===== src/rtl/mtc_pkg.sv =====
// Package for the mode transition controller: widths, operation and status
// codes, controller states and the command/status structs.
// No dependencies.
`timescale 1ns / 1ps

package mtc_pkg;

  localparam int NUM_MODES = 8;
  localparam int MODE_W    = 3;
  localparam int BYTE_W    = 8;
  localparam int BLK_W     = 16;
  localparam int IDX_W     = 2 * MODE_W;
  localparam int TR_DEPTH  = 1 << IDX_W;
  localparam int TL_DEPTH  = 1 << MODE_W;
  localparam int OP_W      = 3;
  localparam int ST_W      = 3;

  localparam logic [BLK_W-1:0] NOT_DEFINED_INDEX = 16'hFFFF;

  localparam logic [OP_W-1:0] OP_SET_TL  = 3'd0;
  localparam logic [OP_W-1:0] OP_SET_TR  = 3'd1;
  localparam logic [OP_W-1:0] OP_START   = 3'd2;
  localparam logic [OP_W-1:0] OP_FINISH  = 3'd3;
  localparam logic [OP_W-1:0] OP_QUERY   = 3'd4;
  localparam logic [OP_W-1:0] OP_LIST    = 3'd5;

  localparam logic [ST_W-1:0] ST_OK          = 3'd0;
  localparam logic [ST_W-1:0] ST_BAD_MODE    = 3'd1;
  localparam logic [ST_W-1:0] ST_INACTIVE    = 3'd3;
  localparam logic [ST_W-1:0] ST_BUSY        = 3'd4;
  localparam logic [ST_W-1:0] ST_ILLEGAL     = 3'd5;
  localparam logic [ST_W-1:0] ST_NOT_IN_PROG = 3'd6;

  typedef enum logic [2:0] {
    S_IDLE,
    S_EXEC,
    S_SCAN,
    S_LEMIT,
    S_OUT
  } state_t;

  typedef struct packed {
    logic latch;
    logic exec;
    logic emit;
    logic idx_clr;
    logic idx_inc;
  } cmd_t;

  typedef struct packed {
    logic list_scan;
    logic def_at_idx;
    logic last;
  } stat_t;

  typedef struct packed {
    logic [ST_W-1:0]   status;
    logic              deploy_valid;
    logic              tasklist_valid;
    logic [BLK_W-1:0]  block_out;
    logic              entry_valid;
    logic [MODE_W-1:0] entry_from;
    logic [MODE_W-1:0] entry_to;
    logic [MODE_W-1:0] current_mode;
    logic [MODE_W-1:0] previous_mode;
    logic              in_progress;
    logic              last;
  } res_t;

endpackage


===== src/rtl/mtc_ctrl.sv =====
// Controller state machine for the mode transition controller.
// Depends on mtc_pkg; drives mtc_datapath through cmd_t, reads stat_t.
`timescale 1ns / 1ps

module mtc_ctrl (
  input  logic           clk,
  input  logic           rst_n,
  input  logic           in_tvalid,
  output logic           in_tready,
  output logic           out_tvalid,
  input  logic           out_tready,
  input  mtc_pkg::stat_t stat,
  output mtc_pkg::cmd_t  cmd
);

  mtc_pkg::state_t state_r, state_nxt;

  always_ff @(posedge clk) begin
    if (!rst_n) begin
      state_r <= mtc_pkg::S_IDLE;
    end else begin
      state_r <= state_nxt;
    end
  end

  always_comb begin
    state_nxt = state_r;
    case (state_r)
      mtc_pkg::S_IDLE: begin
        if (in_tvalid) state_nxt = mtc_pkg::S_EXEC;
      end
      mtc_pkg::S_EXEC: begin
        state_nxt = stat.list_scan ? mtc_pkg::S_SCAN : mtc_pkg::S_OUT;
      end
      mtc_pkg::S_SCAN: begin
        if (stat.def_at_idx) state_nxt = mtc_pkg::S_LEMIT;
      end
      mtc_pkg::S_LEMIT: begin
        state_nxt = mtc_pkg::S_OUT;
      end
      mtc_pkg::S_OUT: begin
        if (out_tready) state_nxt = stat.last ? mtc_pkg::S_IDLE : mtc_pkg::S_SCAN;
      end
      default: begin
        state_nxt = mtc_pkg::S_IDLE;
      end
    endcase
  end

  always_comb begin
    cmd        = '0;
    in_tready  = 1'b0;
    out_tvalid = 1'b0;
    case (state_r)
      mtc_pkg::S_IDLE: begin
        in_tready = 1'b1;
        cmd.latch = in_tvalid;
      end
      mtc_pkg::S_EXEC: begin
        cmd.exec    = 1'b1;
        cmd.idx_clr = 1'b1;
      end
      mtc_pkg::S_SCAN: begin
        cmd.idx_inc = !stat.def_at_idx;
      end
      mtc_pkg::S_LEMIT: begin
        cmd.emit = 1'b1;
      end
      mtc_pkg::S_OUT: begin
        out_tvalid  = 1'b1;
        cmd.idx_inc = out_tready && !stat.last;
      end
      default: begin
        cmd = '0;
      end
    endcase
  end

endmodule


===== src/rtl/mtc_datapath.sv =====
// Datapath for the mode transition controller: transition table memory with
// defined bits, task-list table, mode registers and the result register.
// Depends on mtc_pkg; commanded by mtc_ctrl.
`timescale 1ns / 1ps

module mtc_datapath (
  input  logic                              clk,
  input  logic                              rst_n,
  input  mtc_pkg::cmd_t                     cmd,
  input  logic [mtc_pkg::OP_W-1:0]          in_op,
  input  logic [mtc_pkg::BYTE_W-1:0]        in_from,
  input  logic [mtc_pkg::BYTE_W-1:0]        in_to,
  input  logic [mtc_pkg::BLK_W-1:0]         in_blk,
  input  logic                              in_act,
  input  logic                              cfg_we,
  input  logic [mtc_pkg::MODE_W-1:0]        cfg_wdata,
  output mtc_pkg::stat_t                    stat,
  output mtc_pkg::res_t                     res
);

  logic [mtc_pkg::BLK_W-1:0]  tr_mem [mtc_pkg::TR_DEPTH];
  logic [mtc_pkg::BLK_W-1:0]  rd_r;
  logic [mtc_pkg::TR_DEPTH-1:0] def_r, def_nxt;
  logic [mtc_pkg::BLK_W-1:0]  tl_r [mtc_pkg::TL_DEPTH];

  logic [mtc_pkg::OP_W-1:0]   op_r;
  logic [mtc_pkg::BYTE_W-1:0] from_r, to_r;
  logic [mtc_pkg::BLK_W-1:0]  blk_r;
  logic                       act_r;
  logic [mtc_pkg::IDX_W-1:0]  addr_r, idx_r, rd_addr, wr_addr;

  logic [mtc_pkg::MODE_W-1:0] cur_r, cur_nxt, prev_r, prev_nxt;
  logic                       busy_r, busy_nxt;
  logic                       tl_we, tr_we;

  mtc_pkg::res_t              res_r, exec_res, emit_res;

  logic                       to_ok, from_ok, cur_ok;
  logic [mtc_pkg::ST_W-1:0]   chk;
  logic [mtc_pkg::MODE_W-1:0] tl_sel;
  logic [mtc_pkg::BLK_W-1:0]  tl_rd;
  logic [mtc_pkg::TR_DEPTH-1:0] above;

  assign to_ok   = to_r < mtc_pkg::BYTE_W'(mtc_pkg::NUM_MODES);
  assign from_ok = from_r < mtc_pkg::BYTE_W'(mtc_pkg::NUM_MODES);
  assign cur_ok  = {1'b0, cur_r} < (mtc_pkg::MODE_W + 1)'(mtc_pkg::NUM_MODES);
  assign chk     = (blk_r != mtc_pkg::NOT_DEFINED_INDEX && !act_r) ?
                   mtc_pkg::ST_INACTIVE : mtc_pkg::ST_OK;
  assign tl_sel  = (op_r == mtc_pkg::OP_FINISH) ? cur_r : to_r[mtc_pkg::MODE_W-1:0];
  assign tl_rd   = tl_r[tl_sel];
  assign rd_addr = cmd.latch ? {cur_r, in_to[mtc_pkg::MODE_W-1:0]} : idx_r;
  assign wr_addr = {from_r[mtc_pkg::MODE_W-1:0], to_r[mtc_pkg::MODE_W-1:0]};
  assign above   = (def_r >> idx_r) >> 1;

  // Transition table memory: one write port, one registered read port
  always_ff @(posedge clk) begin
    if (cmd.exec && tr_we) tr_mem[wr_addr] <= blk_r;
    rd_r <= tr_mem[rd_addr];
  end

  always_ff @(posedge clk) begin
    if (cmd.latch) begin
      op_r   <= in_op;
      from_r <= in_from;
      to_r   <= in_to;
      blk_r  <= in_blk;
      act_r  <= in_act;
      addr_r <= rd_addr;
    end
  end

  always_comb begin
    cur_nxt  = cur_r;
    prev_nxt = prev_r;
    busy_nxt = busy_r;
    tl_we    = 1'b0;
    tr_we    = 1'b0;
    exec_res = '0;
    exec_res.last = 1'b1;
    case (op_r)
      mtc_pkg::OP_SET_TL: begin
        if (!to_ok) begin
          exec_res.status = mtc_pkg::ST_BAD_MODE;
        end else begin
          exec_res.status = chk;
          tl_we = (chk == mtc_pkg::ST_OK);
        end
      end
      mtc_pkg::OP_SET_TR: begin
        if (!to_ok || !from_ok) begin
          exec_res.status = mtc_pkg::ST_BAD_MODE;
        end else begin
          exec_res.status = chk;
          tr_we = (chk == mtc_pkg::ST_OK);
        end
      end
      mtc_pkg::OP_START: begin
        if (!to_ok) begin
          exec_res.status = mtc_pkg::ST_BAD_MODE;
        end else if (busy_r) begin
          exec_res.status = mtc_pkg::ST_BUSY;
        end else if (!cur_ok || !def_r[addr_r]) begin
          exec_res.status = mtc_pkg::ST_ILLEGAL;
        end else begin
          prev_nxt = cur_r;
          cur_nxt  = to_r[mtc_pkg::MODE_W-1:0];
          busy_nxt = 1'b1;
          exec_res.deploy_valid = 1'b1;
          exec_res.block_out    = rd_r;
        end
      end
      mtc_pkg::OP_FINISH: begin
        if (!busy_r) begin
          exec_res.status = mtc_pkg::ST_NOT_IN_PROG;
        end else begin
          busy_nxt = 1'b0;
          exec_res.tasklist_valid = 1'b1;
          exec_res.block_out      = cur_ok ? tl_rd : '0;
        end
      end
      mtc_pkg::OP_QUERY: begin
        if (!to_ok) begin
          exec_res.status = mtc_pkg::ST_BAD_MODE;
        end else begin
          exec_res.tasklist_valid = 1'b1;
          exec_res.block_out      = tl_rd;
        end
      end
      mtc_pkg::OP_LIST: begin
        exec_res.status = mtc_pkg::ST_OK;
      end
      default: begin
        exec_res.status = mtc_pkg::ST_BAD_MODE;
      end
    endcase
    exec_res.current_mode  = cur_nxt;
    exec_res.previous_mode = prev_nxt;
    exec_res.in_progress   = busy_nxt;
  end

  always_comb begin
    emit_res               = '0;
    emit_res.status        = mtc_pkg::ST_OK;
    emit_res.block_out     = rd_r;
    emit_res.entry_valid   = 1'b1;
    emit_res.entry_from    = idx_r[mtc_pkg::IDX_W-1:mtc_pkg::MODE_W];
    emit_res.entry_to      = idx_r[mtc_pkg::MODE_W-1:0];
    emit_res.current_mode  = cur_r;
    emit_res.previous_mode = prev_r;
    emit_res.in_progress   = busy_r;
    emit_res.last          = ~|above;
  end

  always_comb begin
    def_nxt = def_r;
    if (cmd.exec && tr_we) def_nxt[wr_addr] = (blk_r != mtc_pkg::NOT_DEFINED_INDEX);
  end

  always_ff @(posedge clk) begin
    if (!rst_n) begin
      def_r  <= '0;
      cur_r  <= '0;
      prev_r <= '0;
      busy_r <= 1'b0;
      idx_r  <= '0;
      for (int i = 0; i < mtc_pkg::TL_DEPTH; i++) tl_r[i] <= '0;
    end else begin
      def_r <= def_nxt;
      if (cfg_we) begin
        cur_r  <= cfg_wdata;
        prev_r <= cfg_wdata;
      end else if (cmd.exec) begin
        cur_r  <= cur_nxt;
        prev_r <= prev_nxt;
        busy_r <= busy_nxt;
      end
      if (cmd.exec && tl_we) tl_r[to_r[mtc_pkg::MODE_W-1:0]] <= blk_r;
      if (cmd.idx_clr) begin
        idx_r <= '0;
      end else if (cmd.idx_inc) begin
        idx_r <= idx_r + 1'b1;
      end
    end
  end

  // Hold the result until the beat is taken
  always_ff @(posedge clk) begin
    if (cmd.exec && !stat.list_scan) begin
      res_r <= exec_res;
    end else if (cmd.emit) begin
      res_r <= emit_res;
    end
  end

  assign stat.list_scan  = (op_r == mtc_pkg::OP_LIST) && (|def_r);
  assign stat.def_at_idx = def_r[idx_r];
  assign stat.last       = res_r.last;
  assign res             = res_r;

endmodule


===== src/rtl/mode_transition_controller.sv =====
// Top level of the mode transition controller: stream ports and packing.
// Depends on mtc_pkg, mtc_ctrl and mtc_datapath.
//
// Usage:
//   One command beat enters on in_*; in_tuser carries the operation code.
//   Every command gives one result beat on out_*, except list, which gives
//   one beat for each defined transition entry (from-major, to-minor), or a
//   single empty beat when none is defined. out_tlast marks the final beat.
//   A single-entry command steps through accept, execute (table memory
//   read is registered) and result beat before the next accept when the
//   receiver is ready. List scans the table one entry per cycle up to the
//   last defined entry, but pauses at each listed entry for its read-out
//   and for its result beat, which waits for out_tready.
//   The result stays in its output register while out_tready is low; no
//   new command is taken until the last result beat of the current one goes.
//   Reset marks all transition entries undefined at once (one defined bit
//   per entry), clears the task lists and sets current and previous mode 0.
//   cfg_we loads current and previous mode from cfg_wdata; write it idle.
`timescale 1ns / 1ps

module mode_transition_controller (
  input  logic        clk,
  input  logic        rst_n,
  input  logic        in_tvalid,
  output logic        in_tready,
  input  logic [39:0] in_tdata,   // from_mode[7:0], target_mode[15:8],
                                  // block_index[31:16], block_active[32], zero
  input  logic [2:0]  in_tuser,   // mode (operation)
  output logic        out_tvalid,
  input  logic        out_tready,
  output logic [31:0] out_tdata,  // status[2:0], block_out[18:3], entry_from[21:19],
                                  // entry_to[24:22], current_mode_out[27:25],
                                  // previous_mode_out[30:28], in_progress[31]
  output logic [2:0]  out_tuser,  // deploy_valid[0], tasklist_valid[1], entry_valid[2]
  output logic        out_tlast,
  input  logic        cfg_we,
  input  logic [2:0]  cfg_wdata
);

  mtc_pkg::cmd_t  cmd;
  mtc_pkg::stat_t stat;
  mtc_pkg::res_t  res;

  mtc_ctrl u_ctrl (
    .clk        (clk),
    .rst_n      (rst_n),
    .in_tvalid  (in_tvalid),
    .in_tready  (in_tready),
    .out_tvalid (out_tvalid),
    .out_tready (out_tready),
    .stat       (stat),
    .cmd        (cmd)
  );

  mtc_datapath u_datapath (
    .clk       (clk),
    .rst_n     (rst_n),
    .cmd       (cmd),
    .in_op     (in_tuser),
    .in_from   (in_tdata[7:0]),
    .in_to     (in_tdata[15:8]),
    .in_blk    (in_tdata[31:16]),
    .in_act    (in_tdata[32]),
    .cfg_we    (cfg_we),
    .cfg_wdata (cfg_wdata),
    .stat      (stat),
    .res       (res)
  );

  assign out_tdata = {res.in_progress, res.previous_mode, res.current_mode,
                      res.entry_to, res.entry_from, res.block_out, res.status};
  assign out_tuser = {res.entry_valid, res.tasklist_valid, res.deploy_valid};
  assign out_tlast = res.last;

endmodule


===== config.mk =====
export PLATFORM = sky130hd
export DESIGN_NAME = mode_transition_controller
export DESIGN_NICKNAME = d
export VERILOG_FILES = /design/src/rtl/mtc_pkg.sv /design/src/rtl/mtc_ctrl.sv /design/src/rtl/mtc_datapath.sv /design/src/rtl/mode_transition_controller.sv
export SDC_FILE = /design/constraint.sdc
export NUM_CORES = 2
export LEC_CHECK = 0
export ABC_AREA = 1
export ABC_CLOCK_PERIOD_IN_PS = 4700
export BUFFER_PORTS_ARGS = -buffer_cell sky130_fd_sc_hd__clkbuf_2
export CORE_MARGIN = 3
export CORE_UTILIZATION = 63
export DETAILED_ROUTE_END_ITERATION = 16
export PLACE_DENSITY_LB_ADDON = 0.2
export REMOVE_ABC_BUFFERS = 1
export SLEW_MARGIN = 25
export SYNTH_ARGS = -nofsm -noshare
export SYNTH_HDL_FRONTEND = slang
export SYNTH_SLANG_ARGS = --single-unit

===== constraint.sdc =====
create_clock -name clk -period 4.7 [get_ports clk]
set_input_delay 0.47 -clock clk [delete_from_list [all_inputs] [get_ports clk]]
set_output_delay 0.47 -clock clk [all_outputs]
set_load 0.02 [all_outputs]

-- Word level (Yosys, flattened, before mapping)
Memories as Yosys holds them, arrays and structs flattened. A register that Yosys moved wholly into a read port is not among the register bits.
Index checks and enable logic that the tools add are counted.
- $add $sub $neg: 1
- order comparisons: 6
- equality and inequality tests: 13
- shifts and indexed selects: 1
- muxes and demuxes: 71
- bitwise operators: 2
- reduce and logical (&&, ||, !) cells: 26
- operator list (operator ; number):
    2-to-1 mux 3 bit ; 24
    2-to-1 mux 36 bit ; 2
    bitwise mux 64 bit ; 1
    2-to-1 mux 16 bit ; 4
    OR reduction 64 bit ; 1
    >> shifter 64 x 6 -> 64 bit ; 1
    OR reduction 63 bit ; 1
    case mux 16 bit (3 select lines) ; 1
    2-to-1 mux 17 bit ; 2
    2-to-1 mux 1 bit ; 26
    < comparator 6 x 7 -> 1 bit (second input constant) ; 3
    case mux 3 bit (6 select lines) ; 1
    < comparator 8 x 4 -> 1 bit (second input constant) ; 2
    != test 16 bit (second input constant) ; 1
    OR reduction 16 bit ; 1
    case mux 3 bit (5 select lines) ; 1
    binary-select mux 1 bit (select 6 bit) ; 2
    equality test 3 x 2 -> 1 bit (second input constant) ; 4
    equality test 3 bit (second input constant) ; 3
    logical NOT 3 bit ; 3
    logical AND 1 bit ; 7
    logical NOT 1 bit ; 7
    adder 6 x 1 -> 6 bit (second input constant) ; 1
    demux 1 bit (select 6 bit) ; 1
    other kinds (13) ; 20
- flip-flop bits (word level): 158
- memory bits (writable): 1152
- input bits: 51
- output and inout bits: 38
- memories kept: 2
- memories (name ; depth ; width ; read ports ; clocked after Yosys merged registers in ; write ports ; RTL line ; text):
    u_datapath.tr_mem ; 64 ; 16 ; 1 ; 1 ; 1 ; mtc_datapath.sv:21 ; logic [mtc_pkg::BLK_W-1:0] tr_mem [mtc_pkg::TR_DEPTH];
    u_datapath.tl_r ; 8 ; 16 ; 1 ; 0 ; 8 ; mtc_datapath.sv:24 ; logic [mtc_pkg::BLK_W-1:0] tl_r [mtc_pkg::TL_DEPTH];

-- Longest topological paths before layout
- word-level depth: 12
- gate-level depth with buffers: 19
- depth with buffers taken out: 16

-- Modules after synthesis
Synthesis repeated with hierarchy kept, for this count alone.
- cell total of the unflattened synthesis: 4981
- area, all modules: 56158.9 um^2
- by module, submodules not included (module ; times used ; cells an instance ; area each (um^2) ; seq. area each (um^2)):
    mtc_datapath ; 1 ; 4945 ; 55921.1 ; 38717.1
    mtc_ctrl ; 1 ; 36 ; 237.7 ; 60.1

-- Least setup slack after synthesis
Ideal clock, no wire load.
- path type: register to register
- from: register u_datapath.blk_r[9] (netlist bit)
- to: memory u_datapath.tr_mem[14][0] (netlist bit) (enable)
- data arrival time: 3.164 ns
- path slack: 1.146 ns
- stages on the path, launching flop included: 10
- buffers on the path: 1
- clock period less this slack: 3.554 ns
- path through: edfxtp_1 nand2_1 nor4_1 nand2_1 nand2_1 nand2_1 nor3_4 nand2_1 buf_2 nor2_1
- cells in the longest elaborated chain, start to end: 9
- RTL lines (what ; RTL line ; text):
    start, declared ; mtc_datapath.sv:28 ; logic [mtc_pkg::BLK_W-1:0] blk_r;
    start signal, assigned ; mtc_datapath.sv:66 ; blk_r <= in_blk;
    != test 16 bit ; mtc_datapath.sv:47 ; assign chk = (blk_r != mtc_pkg::NOT_DEFINED_INDEX && !act_r) ?
    logical AND 1 bit ; mtc_datapath.sv:47 ;
    2-to-1 mux 2 bit ; mtc_datapath.sv:47 ;
    logical NOT 3 bit ; mtc_datapath.sv:94 ; tr_we = (chk == mtc_pkg::ST_OK);
    2-to-1 mux 1 bit ; mtc_datapath.sv:90 ; if (!to_ok || !from_ok) begin
    2-to-1 mux 1 bit ; mtc_datapath.sv:80 ; case (op_r)
    logical AND 1 bit ; mtc_datapath.sv:57 ; if (cmd.exec && tr_we) tr_mem[wr_addr] <= blk_r;
    2-to-1 mux 1 bit ; mtc_datapath.sv:57 ;
    2-to-1 mux 1 bit (implied by the code) ; mtc_datapath.sv:57 ;
    end, declared ; mtc_datapath.sv:21 ;
No other way between the ends.

==> run_results.csv <==
group,metric,value,unit
die,die_h,307,µm
placed_design,gp_congestion,0.964,
drt,drt_iter0_markers,5975,
job,cap_violations,0,
die,core,0.0892,mm²
cells_and_area,nets,5215,
pwr,p_leak,0.0219,µW
worst_setup_path,r2r_setup_slack,1.06,ns
clock_tree,clockBufferDepth,3,
die,io_pins,89,
worst_hold_path,hold_path_end,"u_ctrl.state_r[2]$_SDFFE_PN0P_",
cells_and_area,area_growth,10.9,%
logic_synthesis,ys_ff_latch,1326,
worst_setup_path,cp.arrival,4.01,ns
drt,drc,0,
clock_tree,clk-insertion-delay-late,0.77,ns
logic_synthesis,ys.flop_type,"edfxtp_1",
logic_synthesis,netlist_instances,5125,
timing,relSlewSlack,31.6,%
drt,wirelength,160000,µm
global_route,grt_pass1_vias,40000,
cells_and_area,seq_area,0.0388,mm²
logic_synthesis,yosys-top-cells-area,"edfxtp_1 64%, o21ai_0 5.4%, nor2_1 4.5%",
worst_setup_path,max_stage_delay,0.89,ns
drt,post_drt_via_cell_ratio,6.49,
timing,post-route-min-period,3.64,ns
global_route,grt_pass1_wl,238000,µm
timing,period_share,77.5,%
worst_setup_path,crit_path_start_kind,"register",
drt,wire_per_inst,25.0,µm
worst_setup_path,cp_common_cell,"nand2_1",
logic_synthesis,ys_warn_count,0,
drt,via_count,41700,
worst_setup_path,cpLargestDelayFamily,"simple AND/OR/NAND/NOR gates",
timing,holdWs,0.110,ns
placed_design,numPortBuffers,81,
worst_hold_path,min_from,"out_tready",
timing,rsz0062_at_grt,"no",
die,start_util,64.1,%
pwr,ir_drop,0.427,mV
timing,skew,0.0405,ns
die,die_x,307,µm
placed_design,dp_hpwl,89100,µm
run_status,status,"completed",
logic_synthesis,synth_area,0.0572,mm²
clock_tree,cts_inserted_buffers,132,
cells_and_area,num_antenna_cells,0,
die,row_count,109,
worst_setup_path,critPathMaxFanout,17,
logic_synthesis,post-synth-top-count-cell,"edfxtp_1",
logic_synthesis,yosysUniqueCellTypes,45,
worst_setup_path,cp.buffers_inverters,0,
worst_hold_path,min_path_type,"in -> reg",
timing,tns,0,ns
cells_and_area,nFillCells,6120,
global_route,grt_usage,33.8,%
logic_synthesis,ys_seq_area_share,67.8,%
logic_synthesis,synth_edf_count,1222,
timing,hold_viol,0,
drt,ant_nets,0,
worst_setup_path,path_cells,"nand2_1 > nor4_1 > nand2_1 > nand2_1 > nand2_1 > nor4_4 > nand2_2 > nand2_1",
pwr,p_per_area,462,mW/mm²
worst_setup_path,critPathKind,"reg -> reg",
global_route,gr-total-overflow,0,
drt,drt_pass1_iterations,6,
logic_synthesis,async_flop_share,0,%
logic_synthesis,synth_top_area_share,64.2,%
cells_and_area,layout-drive-gt1-share,9.60,%
cells_and_area,fin_util,71.1,%
clock_tree,htree_levels,4,
clock_tree,cts.sinks,1326,
worst_setup_path,r2r_start,"u_datapath.blk_r[14]$_DFFE_PN_",
clock_tree,cts-root-buf,"clkbuf_16",
logic_synthesis,avgSynthCellArea,11.2,µm²
logic_synthesis,yosysTopAreaCell,"edfxtp_1",
clock_tree,post-cts-setup-buffers,0,
clock_tree,cts_tree,"yes",
timing,maxSlewViolCount,0,
clock_tree,cts.clk_slew.worst_paths,0.06,ns
worst_setup_path,r2r_cells,8,
worst_setup_path,required,5.06,ns
worst_setup_path,critPathSlowestCell,"nand2_1",
timing,clock.fmax,274,MHz
timing,tightest_slew,1.02,ns
worst_setup_path,r2r-end,"u_datapath.tl_r[0][11]$_SDFFCE_PN0P_",
worst_hold_path,holdPathStages,4,
timing,setup_viol,0,
global_route,antenna_found_initial,6,
global_route,grt_max_degree,152,
die,die-area,0.0944,mm²
logic_synthesis,netlist_top_cells_count,"1222 x edfxtp_1, 687 x nor2_1, 621 x o21ai_0",
worst_setup_path,end_kind,"register",
cells_and_area,multi_input_area,0.0161,mm²
[final cells by class]
| cell class | count | share of cell area (%) |
|---|---|---|
| Tap cell | 1165 | 2.30 |
| Clock buffer | 178 | 5.71 |
| Timing Repair Buffer | 256 | 3.13 |
| Inverter | 237 | 1.43 |
| Multi-Input combinational cell | 3210 | 25.4 |
| Clock inverter | 56 | 0.855 |
| Sequential cell | 1326 | 61.2 |
[repair_timing]
action                                  in CTS  in global routing
hold endpoints to repair                    36                  0
endpoints found under the setup margin       0                  0
hold buffers                                36                  0
gates resized for setup                      0                  0
[power breakdown]
| part | internal (µW) | leakage, µW | switching [µW] | total, µW |
|---|---|---|---|---|
| logic | 1380 | 0.00783 | 4050 | 5440 |
| registers | 13400 | 0.0120 | 218 | 13700 |
| clock network | 5810 | 0.00203 | 4380 | 10200 |
| total | 20600 | 0.0219 | 8650 | 29300 |
[metal layers]
metal | wire length (µm) | up-vias | GRT usage, %
met3 | 18200 | 452 | 6.55
li1 | - | 18600 | -
met1 | 60700 | 20100 | 46.5
met5 | 0 | - | 0
met2 | 73300 | 2510 | 52.0
met4 | 8170 | 0 | 17.4
[sequential cells by signal, indices dropped and copies added (netlist names)]
register	count
u_datapath.tr_mem	1024
u_datapath.tl_r	128
u_datapath.def_r	64
u_datapath.res	36
u_datapath.blk_r	16
u_datapath.rd_r	16
u_datapath.from_r	8
u_datapath.to_r	8
u_datapath.addr_r	6
u_datapath.idx_r	6
u_ctrl.state_r	3
u_datapath.cur_r	3
u_datapath.op_r	3
u_datapath.prev_r	3
u_datapath.act_r	1
u_datapath.busy_r	1
[layout by cell type (no fill, tap or decap), types with 34 or more instances in the layout]
| master | n |
|---|---|
| or2_2 | 34 |
| nand3_1 | 445 |
| nand2_1 | 582 |
| edfxtp_1 | 1222 |
| o21bai_1 | 129 |
| nor2_1 | 658 |
| a21oi_1 | 34 |
| buf_4 | 125 |
| o22ai_1 | 44 |
| clkbuf_2 | 81 |
| dlygate4sd3_1 | 36 |
| clkbuf_1 | 35 |
| clkbuf_16 | 135 |
| dfxtp_1 | 101 |
| inv_1 | 222 |
| o21ai_1 | 58 |
| o21ai_0 | 620 |
| o211ai_1 | 313 |
| nor3_1 | 158 |
[logic make-up (layout without fill, tap and decap cells)]
kind of cell    count (synthesis)  in the layout  synth area share (%)
flops                        1326           1326                  67.8
buf+inv                       589            727                  4.25
compound gates               1244           1244                  13.2
xor+xnor                        3              3                0.0460
simple gates                 1962           1962                  14.7
fa+ha+maj                       1              1                0.0219
[worst reg2reg max path, delay by kind of cell, from the launching register on]
family | cells | cell delay, ns
flip-flops | 1 | 0.37
AND/OR/NAND/NOR | 8 | 2.90
[worst max-delay path by stage]
stage	startpoint	endpoint	slack (ns)	depth (start not counted)
2_1_floorplan	u_ctrl.state_r[0]$_SDFFE_PN0P_	u_datapath.rd_r[6]$_DFF_P_	-10.14	12
3_3_place_gp	u_datapath.blk_r[7]$_DFFE_PN_	u_datapath.tl_r[0][8]$_SDFFCE_PN0P_	1.31	8
3_5_place_dp	u_datapath.blk_r[15]$_DFFE_PN_	u_datapath.tl_r[0][8]$_SDFFCE_PN0P_	1.20	8
4_1_cts	u_datapath.blk_r[15]$_DFFE_PN_	u_datapath.tl_r[0][1]$_SDFFCE_PN0P_	1.16	8
5_1_grt	u_datapath.blk_r[3]$_DFFE_PN_	u_datapath.tl_r[0][11]$_SDFFCE_PN0P_	0.80	8
6_report	u_datapath.blk_r[14]$_DFFE_PN_	u_datapath.tl_r[0][11]$_SDFFCE_PN0P_	1.06	8
[per-stage QoR]
step	worst slack [ns]	cell area, µm²	cells	power (µW)
final	1.06	63400	6428	29300
after global routing	0.795	63400	6428	30200
after CTS	1.16	63400	6428	29200
after detailed placement	1.20	58900	6158	19100
after global placement	1.31	58900	6158	19000
after floorplan	-10.14	55600	4773	17100
(Power assumes the default switching activity.)
